===== src/rtl/tdoar_pkg.sv =====
// ----------------------------------------------------------------------------
// tdoar_pkg
// Shared types, codes and radix table for the time-of-day add/round block.
// ----------------------------------------------------------------------------
package tdoar_pkg;

    localparam int NUM_FIELDS = 6;
    localparam int FIELD_W    = 10;
    localparam int DELTA_W    = 48;
    localparam int ACC_W      = 48;
    localparam int NIB_W      = 4;
    localparam int DIV_STEPS  = ACC_W / NIB_W;
    localparam int STEP_W     = $clog2(DIV_STEPS);
    localparam int SDATA_W    = 104;
    localparam int MDATA_W    = 48;

    localparam logic [2:0] UNIT_NS   = 3'd0;
    localparam logic [2:0] UNIT_HOUR = 3'd5;

    typedef logic [FIELD_W-1:0] t_field;

    typedef enum logic [2:0] {
        ACT_LOAD  = 3'd0,
        ACT_ADD   = 3'd1,
        ACT_ROUND = 3'd2,
        ACT_CEIL  = 3'd3,
        ACT_FLOOR = 3'd4,
        ACT_NOP   = 3'd5
    } t_act;

    typedef enum logic [1:0] {
        ST_OK      = 2'd0,
        ST_NEG     = 2'd1,
        ST_BADLOAD = 2'd2
    } t_status;

    typedef enum logic [2:0] {
        S_IDLE,
        S_HORN,
        S_SUM,
        S_DIV,
        S_RND,
        S_EMIT
    } t_state;

    typedef struct packed {
        t_act                       action;
        logic [2:0]                 unit;
        logic signed [DELTA_W-1:0]  delta;
        logic                       load_ok;
        t_field [NUM_FIELDS-1:0]    load;
    } t_item;

    function automatic t_field radix(input logic [2:0] k);
        t_field r;
        unique case (k)
            3'd0, 3'd1, 3'd2: r = 10'd1000;
            3'd3, 3'd4:       r = 10'd60;
            default:          r = 10'd24;
        endcase
        return r;
    endfunction

endpackage


===== src/rtl/tdoar_front.sv =====
// ----------------------------------------------------------------------------
// tdoar_front
// Accepts input transfers, decodes and checks them, and queues them.
// ----------------------------------------------------------------------------
module tdoar_front
    import tdoar_pkg::*;
(
    input  logic               i_clk,
    input  logic               i_rst_n,
    input  logic               i_s_axis_tvalid,
    output logic               o_s_axis_tready,
    input  logic [SDATA_W-1:0] i_s_axis_tdata,
    input  logic [2:0]         i_s_axis_tuser,
    output t_item              o_head,
    output logic               o_head_valid,
    input  logic               i_pop
);

    t_item      w_item;
    t_item      r_q [2];
    logic       r_wp;
    logic       r_rp;
    logic [1:0] r_cnt;
    logic       w_push;

    always_comb begin
        w_item.action = (i_s_axis_tuser > 3'd4) ? ACT_NOP : t_act'(i_s_axis_tuser);
        w_item.unit   = (i_s_axis_tdata[2:0] > UNIT_HOUR) ? UNIT_HOUR : i_s_axis_tdata[2:0];
        w_item.delta  = i_s_axis_tdata[50:3];
        w_item.load[5] = {5'd0, i_s_axis_tdata[55:51]};
        w_item.load[4] = {4'd0, i_s_axis_tdata[61:56]};
        w_item.load[3] = {4'd0, i_s_axis_tdata[67:62]};
        w_item.load[2] = i_s_axis_tdata[77:68];
        w_item.load[1] = i_s_axis_tdata[87:78];
        w_item.load[0] = i_s_axis_tdata[97:88];
        w_item.load_ok = 1'b1;
        for (int k = 0; k < NUM_FIELDS; k++) begin
            if (w_item.load[k] >= radix(3'(k))) begin
                w_item.load_ok = 1'b0;
            end
        end
    end

    assign o_s_axis_tready = (r_cnt != 2'd2);
    assign w_push          = i_s_axis_tvalid && o_s_axis_tready;
    assign o_head_valid    = (r_cnt != 2'd0);
    assign o_head          = r_q[r_rp];

    always_ff @(posedge i_clk) begin
        if (!i_rst_n) begin
            r_wp  <= 1'b0;
            r_rp  <= 1'b0;
            r_cnt <= 2'd0;
        end else begin
            if (w_push) begin
                r_wp <= ~r_wp;
            end
            if (i_pop) begin
                r_rp <= ~r_rp;
            end
            r_cnt <= r_cnt + 2'(w_push) - 2'(i_pop);
        end
    end

    always_ff @(posedge i_clk) begin
        if (w_push) begin
            r_q[r_wp] <= w_item;
        end
    end

endmodule


===== src/rtl/tdoar_back.sv =====
// ----------------------------------------------------------------------------
// tdoar_back
// Executes queued operations on the time registers and drives the result.
// ----------------------------------------------------------------------------
module tdoar_back
    import tdoar_pkg::*;
(
    input  logic               i_clk,
    input  logic               i_rst_n,
    input  t_item              i_head,
    input  logic               i_head_valid,
    output logic               o_pop,
    output logic               o_m_axis_tvalid,
    input  logic               i_m_axis_tready,
    output logic [MDATA_W-1:0] o_m_axis_tdata,
    output logic [1:0]         o_m_axis_tuser
);

    t_state                    r_state, n_state;
    t_field                    r_f [NUM_FIELDS];
    t_field                    n_f [NUM_FIELDS];
    logic [ACC_W-1:0]          r_acc, n_acc;
    t_field                    r_rem, n_rem;
    logic [2:0]                r_k, n_k;
    logic [STEP_W-1:0]         r_step, n_step;
    logic [2:0]                r_unit, n_unit;
    t_act                      r_act, n_act;
    logic signed [DELTA_W-1:0] r_delta, n_delta;
    t_status                   r_status, n_status;
    logic                      r_out_valid, n_out_valid;
    t_field                    r_out_f [NUM_FIELDS];
    t_status                   r_out_status;
    logic                      w_emit;
    logic                      w_ofree;
    logic [2:0]                w_rd_idx;
    t_field                    w_rd;
    logic [ACC_W:0]            w_sum;
    logic [13:0]               w_x;
    logic [NIB_W-1:0]          w_qd;
    t_field                    w_remv;
    logic                      w_inc;
    logic                      w_carry;

    function automatic logic [ACC_W-1:0] mul_radix(input logic [ACC_W-1:0] a,
                                                   input logic [2:0] k);
        logic [ACC_W-1:0] p;
        if (k < 3'd3) begin
            p = (a << 10) - (a << 4) - (a << 3);
        end else begin
            p = (a << 6) - (a << 2);
        end
        return p;
    endfunction

    assign w_ofree  = !r_out_valid || i_m_axis_tready;
    assign w_rd_idx = (r_state == S_HORN) ? r_k - 3'd1 : r_k;
    assign w_rd     = r_f[w_rd_idx];
    assign w_sum    = {1'b0, r_acc} + {r_delta[DELTA_W-1], r_delta};
    assign w_x      = {r_rem[9:0], r_acc[ACC_W-1 -: NIB_W]};

    always_comb begin
        w_qd   = '0;
        w_remv = t_field'(w_x);
        for (int m = 1; m < 16; m++) begin
            if (w_x >= 14'(m) * 14'(radix(r_k))) begin
                w_qd   = NIB_W'(m);
                w_remv = t_field'(w_x - 14'(m) * 14'(radix(r_k)));
            end
        end
    end

    always_comb begin
        n_state = r_state;
        unique case (r_state)
            S_IDLE: begin
                if (i_head_valid) begin
                    unique case (i_head.action)
                        ACT_ADD:             n_state = S_HORN;
                        ACT_ROUND, ACT_CEIL: n_state = S_RND;
                        default:             n_state = S_IDLE;
                    endcase
                end
            end
            S_HORN: begin
                if (r_k == r_unit) begin
                    n_state = S_SUM;
                end
            end
            S_SUM: begin
                n_state = w_sum[ACC_W] ? S_EMIT : S_DIV;
            end
            S_DIV: begin
                if (r_step == STEP_W'(DIV_STEPS - 1) && r_k == UNIT_HOUR) begin
                    n_state = S_EMIT;
                end
            end
            S_RND: begin
                if (r_k == r_unit) begin
                    n_state = S_EMIT;
                end
            end
            S_EMIT: begin
                if (w_ofree) begin
                    n_state = S_IDLE;
                end
            end
            default: n_state = S_IDLE;
        endcase
    end

    always_comb begin
        n_f      = r_f;
        n_acc    = r_acc;
        n_rem    = r_rem;
        n_k      = r_k;
        n_step   = r_step;
        n_unit   = r_unit;
        n_act    = r_act;
        n_delta  = r_delta;
        n_status = r_status;
        o_pop    = 1'b0;
        w_emit   = 1'b0;
        w_inc    = 1'b0;
        w_carry  = 1'b0;
        unique case (r_state)
            S_IDLE: begin
                if (i_head_valid) begin
                    n_unit  = i_head.unit;
                    n_act   = i_head.action;
                    n_delta = i_head.delta;
                    unique case (i_head.action)
                        ACT_ADD: begin
                            o_pop = 1'b1;
                            n_acc = ACC_W'(r_f[5]);
                            n_k   = UNIT_HOUR;
                        end
                        ACT_ROUND, ACT_CEIL: begin
                            o_pop    = 1'b1;
                            n_k      = UNIT_NS;
                            n_status = ST_OK;
                        end
                        default: begin
                            o_pop    = w_ofree;
                            w_emit   = w_ofree;
                            n_status = ST_OK;
                            if (w_ofree) begin
                                if (i_head.action == ACT_LOAD) begin
                                    if (i_head.load_ok) begin
                                        for (int k = 0; k < NUM_FIELDS; k++) begin
                                            n_f[k] = i_head.load[k];
                                        end
                                    end else begin
                                        n_status = ST_BADLOAD;
                                    end
                                end else if (i_head.action == ACT_FLOOR) begin
                                    for (int k = 0; k < NUM_FIELDS; k++) begin
                                        if (3'(k) < i_head.unit) begin
                                            n_f[k] = '0;
                                        end
                                    end
                                end
                            end
                        end
                    endcase
                end
            end
            S_HORN: begin
                if (r_k != r_unit) begin
                    n_acc = mul_radix(r_acc, r_k - 3'd1) + ACC_W'(w_rd);
                    n_k   = r_k - 3'd1;
                end
            end
            S_SUM: begin
                n_rem  = '0;
                n_step = '0;
                if (w_sum[ACC_W]) begin
                    n_status = ST_NEG;
                end else begin
                    n_status = ST_OK;
                    n_acc    = w_sum[ACC_W-1:0];
                end
            end
            S_DIV: begin
                n_acc  = {r_acc[ACC_W-NIB_W-1:0], w_qd};
                n_rem  = w_remv;
                n_step = r_step + STEP_W'(1);
                if (r_step == STEP_W'(DIV_STEPS - 1)) begin
                    n_f[r_k] = w_remv;
                    n_rem    = '0;
                    n_step   = '0;
                    if (r_k != UNIT_HOUR) begin
                        n_k = r_k + 3'd1;
                    end
                end
            end
            S_RND: begin
                if (r_k != r_unit) begin
                    w_inc    = (r_act == ACT_ROUND) ? (w_rd >= (radix(r_k) >> 1))
                                                    : (w_rd != '0);
                    n_f[r_k] = '0;
                    w_carry  = w_inc;
                    for (int j = 0; j < NUM_FIELDS; j++) begin
                        if (3'(j) > r_k && w_carry) begin
                            if (r_f[j] == radix(3'(j)) - 10'd1) begin
                                n_f[j] = '0;
                            end else begin
                                n_f[j]  = r_f[j] + 10'd1;
                                w_carry = 1'b0;
                            end
                        end
                    end
                    n_k = r_k + 3'd1;
                end
            end
            S_EMIT: begin
                w_emit = w_ofree;
            end
            default: ;
        endcase
    end

    assign n_out_valid = w_emit ? 1'b1 : (i_m_axis_tready ? 1'b0 : r_out_valid);

    always_ff @(posedge i_clk) begin
        if (!i_rst_n) begin
            r_state     <= S_IDLE;
            r_out_valid <= 1'b0;
            for (int k = 0; k < NUM_FIELDS; k++) begin
                r_f[k] <= '0;
            end
        end else begin
            r_state     <= n_state;
            r_out_valid <= n_out_valid;
            r_f         <= n_f;
        end
    end

    always_ff @(posedge i_clk) begin
        r_acc    <= n_acc;
        r_rem    <= n_rem;
        r_k      <= n_k;
        r_step   <= n_step;
        r_unit   <= n_unit;
        r_act    <= n_act;
        r_delta  <= n_delta;
        r_status <= n_status;
        if (w_emit) begin
            r_out_f      <= n_f;
            r_out_status <= n_status;
        end
    end

    assign o_m_axis_tvalid = r_out_valid;
    assign o_m_axis_tuser  = r_out_status;
    assign o_m_axis_tdata  = {1'b0, r_out_f[0], r_out_f[1], r_out_f[2],
                              r_out_f[3][5:0], r_out_f[4][5:0], r_out_f[5][4:0]};

endmodule


===== src/rtl/time_of_day_add_round.sv =====
// ----------------------------------------------------------------------------
// time_of_day_add_round
// Time-of-day register with load, mixed-radix add, round, ceil and floor.
// ----------------------------------------------------------------------------
// Load, floor and no-op are done on decode in the idle state and run back to
// back. Round and ceil decode, then take a step per field below the unit and
// a final step check, then present the result. Add decodes, folds the upper
// fields into a count, checks the sign of count plus delta, then divides the
// count field by field from the unit up to the hour in the radix-16 constant
// divider and presents the result. A total below zero skips the divider.
// A stalled output makes the back end wait until the output register is free.
// A two-entry queue keeps accepting transfers until it is full while the back
// end works and the output register holds a result.
// ----------------------------------------------------------------------------
module time_of_day_add_round
    import tdoar_pkg::*;
(
    input  logic               i_clk,
    input  logic               i_rst_n,
    input  logic               i_s_axis_tvalid,
    output logic               o_s_axis_tready,
    // unit[2:0], delta[50:3], load_hour[55:51], load_minute[61:56],
    // load_second[67:62], load_milli[77:68], load_micro[87:78], load_nano[97:88]
    input  logic [SDATA_W-1:0] i_s_axis_tdata,
    // action[2:0]
    input  logic [2:0]         i_s_axis_tuser,
    output logic               o_m_axis_tvalid,
    input  logic               i_m_axis_tready,
    // out_hour[4:0], out_minute[10:5], out_second[16:11], out_milli[26:17],
    // out_micro[36:27], out_nano[46:37]
    output logic [MDATA_W-1:0] o_m_axis_tdata,
    // status[1:0]
    output logic [1:0]         o_m_axis_tuser
);

    t_item w_head;
    logic  w_head_valid;
    logic  w_pop;

    tdoar_front u_front (
        .i_clk           (i_clk),
        .i_rst_n         (i_rst_n),
        .i_s_axis_tvalid (i_s_axis_tvalid),
        .o_s_axis_tready (o_s_axis_tready),
        .i_s_axis_tdata  (i_s_axis_tdata),
        .i_s_axis_tuser  (i_s_axis_tuser),
        .o_head          (w_head),
        .o_head_valid    (w_head_valid),
        .i_pop           (w_pop)
    );

    tdoar_back u_back (
        .i_clk           (i_clk),
        .i_rst_n         (i_rst_n),
        .i_head          (w_head),
        .i_head_valid    (w_head_valid),
        .o_pop           (w_pop),
        .o_m_axis_tvalid (o_m_axis_tvalid),
        .i_m_axis_tready (i_m_axis_tready),
        .o_m_axis_tdata  (o_m_axis_tdata),
        .o_m_axis_tuser  (o_m_axis_tuser)
    );

endmodule


===== config.mk =====
export PLATFORM = sky130hd
export DESIGN_NAME = time_of_day_add_round
export DESIGN_NICKNAME = d
export VERILOG_FILES = /design/src/rtl/tdoar_pkg.sv /design/src/rtl/tdoar_front.sv /design/src/rtl/tdoar_back.sv /design/src/rtl/time_of_day_add_round.sv
export SDC_FILE = /design/constraint.sdc
export NUM_CORES = 2
export LEC_CHECK = 0
export BUFFER_PORTS_ARGS = -buffer_cell sky130_fd_sc_hd__buf_2
export CORE_ASPECT_RATIO = 0.9
export CORE_MARGIN = 8
export CORE_UTILIZATION = 55
export CTS_CLUSTER_DIAMETER = 200
export DETAILED_ROUTE_END_ITERATION = 16
export GPL_TIMING_DRIVEN = 0
export PLACE_DENSITY = 0.73
export SLEW_MARGIN = 20
export SYNTH_ARGS = -nofsm -noshare
export SYNTH_HDL_FRONTEND = slang
export SYNTH_SLANG_ARGS = --single-unit

===== constraint.sdc =====
create_clock -name i_clk -period 6.1 [get_ports i_clk]
set_input_delay 0 -clock i_clk [delete_from_list [all_inputs] [get_ports i_clk]]
set_output_delay 0 -clock i_clk [all_outputs]
set_load 0.03 [all_outputs]

==> impl_summary.log <==
INFO  metric hold_class = in2reg
INFO  metric post_synth.cell_area_avg = between 9 and 10 um^2
INFO  metric largest_net_degree_at_the_start_of_global_routing = 42
INFO  metric critical_path.startpoint_type = flop
INFO  metric io-pin-count = around 160
INFO  metric cts_tree = yes
INFO  metric antenna_cells_inserted = 0
INFO  metric design.final.nets = ~5000
INFO  metric grt.overflow.total = 0
INFO  metric first_global_vias = roughly 34000
INFO  metric chipHeight = roughly 260 um
INFO  metric setup.worst_path.class = reg2reg
INFO  metric dr_total_vias = approximately 37000
INFO  metric layout_worst_path_cycle_share = 98.9%
INFO  metric period_minus_slack = 6030 ps
INFO  metric clock-skew-final = approximately 23 ps
INFO  metric hold_path_startpoint = i_s_axis_tdata[62]
INFO  metric clock_tree.root_cell = sky130_fd_sc_hd__clkbuf_16
INFO  metric rows = about 90
INFO  metric hold_path_depth = 2
INFO  metric grt_antenna_before_repair = 1
INFO  metric routed_wirelength = between 100000 and 150000 um
INFO  metric num-fill-cells = between 5000 and 6000
INFO  metric vias_per_cell = 6.79
INFO  metric hold_viol = 0
INFO  metric dpl.hpwl = 112000 um
INFO  metric buffer_levels_on_the_longest_clock_path = 3
INFO  metric reg2reg_from = u_back.r_k[1]
INFO  metric routabilityCongestion = between 1 and 1.5
INFO  metric register_bit_total_from_synthesis = about 440
INFO  metric grt_use_total = 36.4%
INFO  metric synthesis.area = about 38000 um^2
INFO  metric port_buffer_count = between 150 and 200
INFO  metric slew-limit-headroom = 20.5%
INFO  metric drive_gt1_share = between 10% and 20%
INFO  metric dieArea = approximately 77000 um^2
INFO  metric clk_pin_slew_worst_paths = 70 ps
INFO  metric outcome = completed
INFO  metric yosysWarningCount = 0
INFO  metric layout.cells.most_common = sky130_fd_sc_hd__edfxtp_1
INFO  metric dp_worst_setup_slack = -3810 ps
INFO  metric worst_pin_slew = ~1200 ps
INFO  metric global_route_wire_length_before_repair = between 200000 and 250000 um
INFO  metric max_freq = around 0.17 GHz
INFO  metric ys_dominant_reg_cell = sky130_fd_sc_hd__edfxtp_1
INFO  metric cp.required = roughly 6600 ps
INFO  metric postSynthCellCount = 4163
INFO  metric seq_area_frac_synth = 33.5%
INFO  metric setup_viol = 0
INFO  metric synth_async_sr_flop_share = 0%
INFO  metric holdPathEnd = u_front.r_q[1][30]
INFO  metric r2r.worst_path.cells = 26
INFO  metric wire_per_inst = 27.1 um
INFO  metric start_util = a little under three fifths
INFO  metric worst_path_arrival = approximately 6500 ps
INFO  metric number_of_h_tree_levels = 2
INFO  metric syn_to_final_growth = 16.5%
INFO  metric firstDrtPassIters = 8
INFO  metric core_area = 68100 um^2
INFO  metric rsz0062_at_grt = true
INFO  metric synth_edf_count = 372
INFO  metric worst-r2r-setup-slack = about 69 ps
INFO  metric drcViolationCount = 0
INFO  metric die_w = ~300 um
INFO  metric maxSlewViolCount = 0
INFO  metric ys_types = 100
INFO  metric numClockSinks = 443
INFO  metric final.setup.worst_slack = 69.5 ps
INFO  metric worst_skew_pair.late_latency = 580 ps
INFO  metric detail-route-antenna-nets = 0
INFO  metric tritoncts.num_buffers = between 40 and 50
INFO  metric drt-initial-drc-count = ~5100
INFO  metric crit_fanout = 10
INFO  metric r2r_end = u_back.r_f[23]
INFO  metric most-common-layout-cells = sky130_fd_sc_hd__edfxtp_1 (372), sky130_fd_sc_hd__a21oi_1 (331), sky130_fd_sc_hd__nor2_1 (315), sky130_fd_sc_hd__nand2_1 (293), sky130_fd_sc_hd__ha_1 (292)
INFO  metric cp-end-kind = flop
INFO  metric timing.max_cap.violations = 0
[layout make-up]
cell class / count / area (um^2) / area share (%)
timing repair buffer: 355 / 2770 / 6.32
buffer: 178 / 788 / 1.80
clock buffer: 42 / 1030 / 2.35
clock inverter: 32 / 323 / 0.736
sequential: 443 / 12600 / 28.7
multi-input combinational: 3371 / 24600 / 56.1
inverter: 156 / 617 / 1.41
tap: 883 / 1100 / 2.52
[per-layer routing]
layer	vias up	global-route usage (%)	wire length, um
met1	17800	51.1	61200
met4	0	14.2	6620
li1	16600	-	-
met2	2355	54.4	62500
met3	379	8.06	17600
met5	-	0	0
[worst max-delay path, cell delays in order, from the launching register on]
cell and delay [ps]:
sky130_fd_sc_hd__edfxtp_1 400, sky130_fd_sc_hd__clkbuf_8 210, sky130_fd_sc_hd__inv_4 80, sky130_fd_sc_hd__ha_1 180, sky130_fd_sc_hd__buf_4 190, sky130_fd_sc_hd__and2_1 200, sky130_fd_sc_hd__or2_4 270, sky130_fd_sc_hd__inv_6 100
sky130_fd_sc_hd__ha_4 170, sky130_fd_sc_hd__clkinvlp_4 150, sky130_fd_sc_hd__nand2_4 130, sky130_fd_sc_hd__clkinvlp_4 190, sky130_fd_sc_hd__buf_4 230, sky130_fd_sc_hd__ha_1 260, sky130_fd_sc_hd__inv_1 70, sky130_fd_sc_hd__a21oi_1 150
sky130_fd_sc_hd__o2111ai_1 330, sky130_fd_sc_hd__a211oi_2 190, sky130_fd_sc_hd__nor2_1 440, sky130_fd_sc_hd__nor3_2 120, sky130_fd_sc_hd__a2111oi_4 530, sky130_fd_sc_hd__o311ai_4 240, sky130_fd_sc_hd__a21oi_2 200, sky130_fd_sc_hd__buf_8 190
sky130_fd_sc_hd__nor2_1 60, sky130_fd_sc_hd__or3_1 400, sky130_fd_sc_hd__and2_1 180
[registers in the layout (all words and copies together), names as in the netlist, named ones only]
register and cells:
u_back.r_acc 48, u_back.r_state 3, u_back.o_m_axis_tuser 2, u_front.r_q 204, u_back.r_delta 48, u_back.o_m_axis_tvalid 1
u_back.r_k 3, u_back.r_f 60, u_back.r_step 4, u_back.r_act 3, u_back.r_rem 10, u_front.r_wp 1
u_front.r_rp 1, u_back.r_unit 3, u_front.r_cnt 2, u_back.r_status 2, u_back.o_m_axis_tdata 47
[synth_stat cells, types with 71 or more instances]
master	instances	area (um^2)
sky130_fd_sc_hd__xor2_1	80	701
sky130_fd_sc_hd__nor3_1	123	616
sky130_fd_sc_hd__xnor2_1	154	1350
sky130_fd_sc_hd__nor2_1	325	1220
sky130_fd_sc_hd__dfxtp_1	71	1420
sky130_fd_sc_hd__clkbuf_1	167	627
sky130_fd_sc_hd__edfxtp_1	372	11200
sky130_fd_sc_hd__a21oi_1	341	1710
sky130_fd_sc_hd__o211ai_1	71	533
sky130_fd_sc_hd__inv_1	152	571
sky130_fd_sc_hd__a21o_1	100	751
sky130_fd_sc_hd__mux2i_1	76	761
sky130_fd_sc_hd__nand2_1	297	1110
sky130_fd_sc_hd__ha_1	302	3780
sky130_fd_sc_hd__o21ai_0	291	1460
sky130_fd_sc_hd__nand3_1	103	515
[timing repair]
item                       4_1_cts  5_1_grt
setup endpoints to repair      165      137
hold buffers                   106        0
buffers inserted                40       37
resized for setup              142       83
pin swaps                       22       34
hold endpoints to repair       209        0
[how the worst max path moves through the flow]
stage          slack [ps]                         to  cells after the start     startpoint
6_report               70             u_back.r_f[23]                     26  u_back.r_k[1]
5_1_grt               -70  u_back.o_m_axis_tdata[19]                     26  u_back.r_k[0]
4_1_cts              0.07             u_back.r_f[23]                     26  u_back.r_k[0]
3_5_place_dp        -3810             u_back.r_f[23]                     24  u_back.r_k[2]
3_3_place_gp        -5090             u_back.r_f[23]                     23  u_back.r_k[0]
2_1_floorplan          10  u_back.o_m_axis_tdata[23]                     25  u_back.r_k[0]
[per-stage QoR]
stage                     instance area, um^2  utilization [%]  hold slack (ps)  setup TNS (ps)  instances
final                                   43800             64.4              147               0       5460
after global routing                    43800             64.4              142            -464       5460
after CTS                               43200             63.5              125               0       5425
after detailed placement                40000             58.7              191         -472660       5219
after global placement                  39500             58.1              188         -749740       5202
after floorplan                         37700                -             98.9               0       4164
[kinds of logic (layout without fill, tap and decap cells)]
logic type	Yosys count	in the layout	share of synthesized area [%]
fa+ha+maj	346	346	12.4
mux	149	149	4.45
compound gates	1378	1378	24.1
flops	443	443	33.5
xor+xnor	235	235	5.49
other cells	1	2	0.00997
simple gates	1261	1261	16.5
buf+inv	350	763	3.57
Power is not shown: default switching activity piles up to over one toggle a cycle in this logic, so the estimate is an artifact.
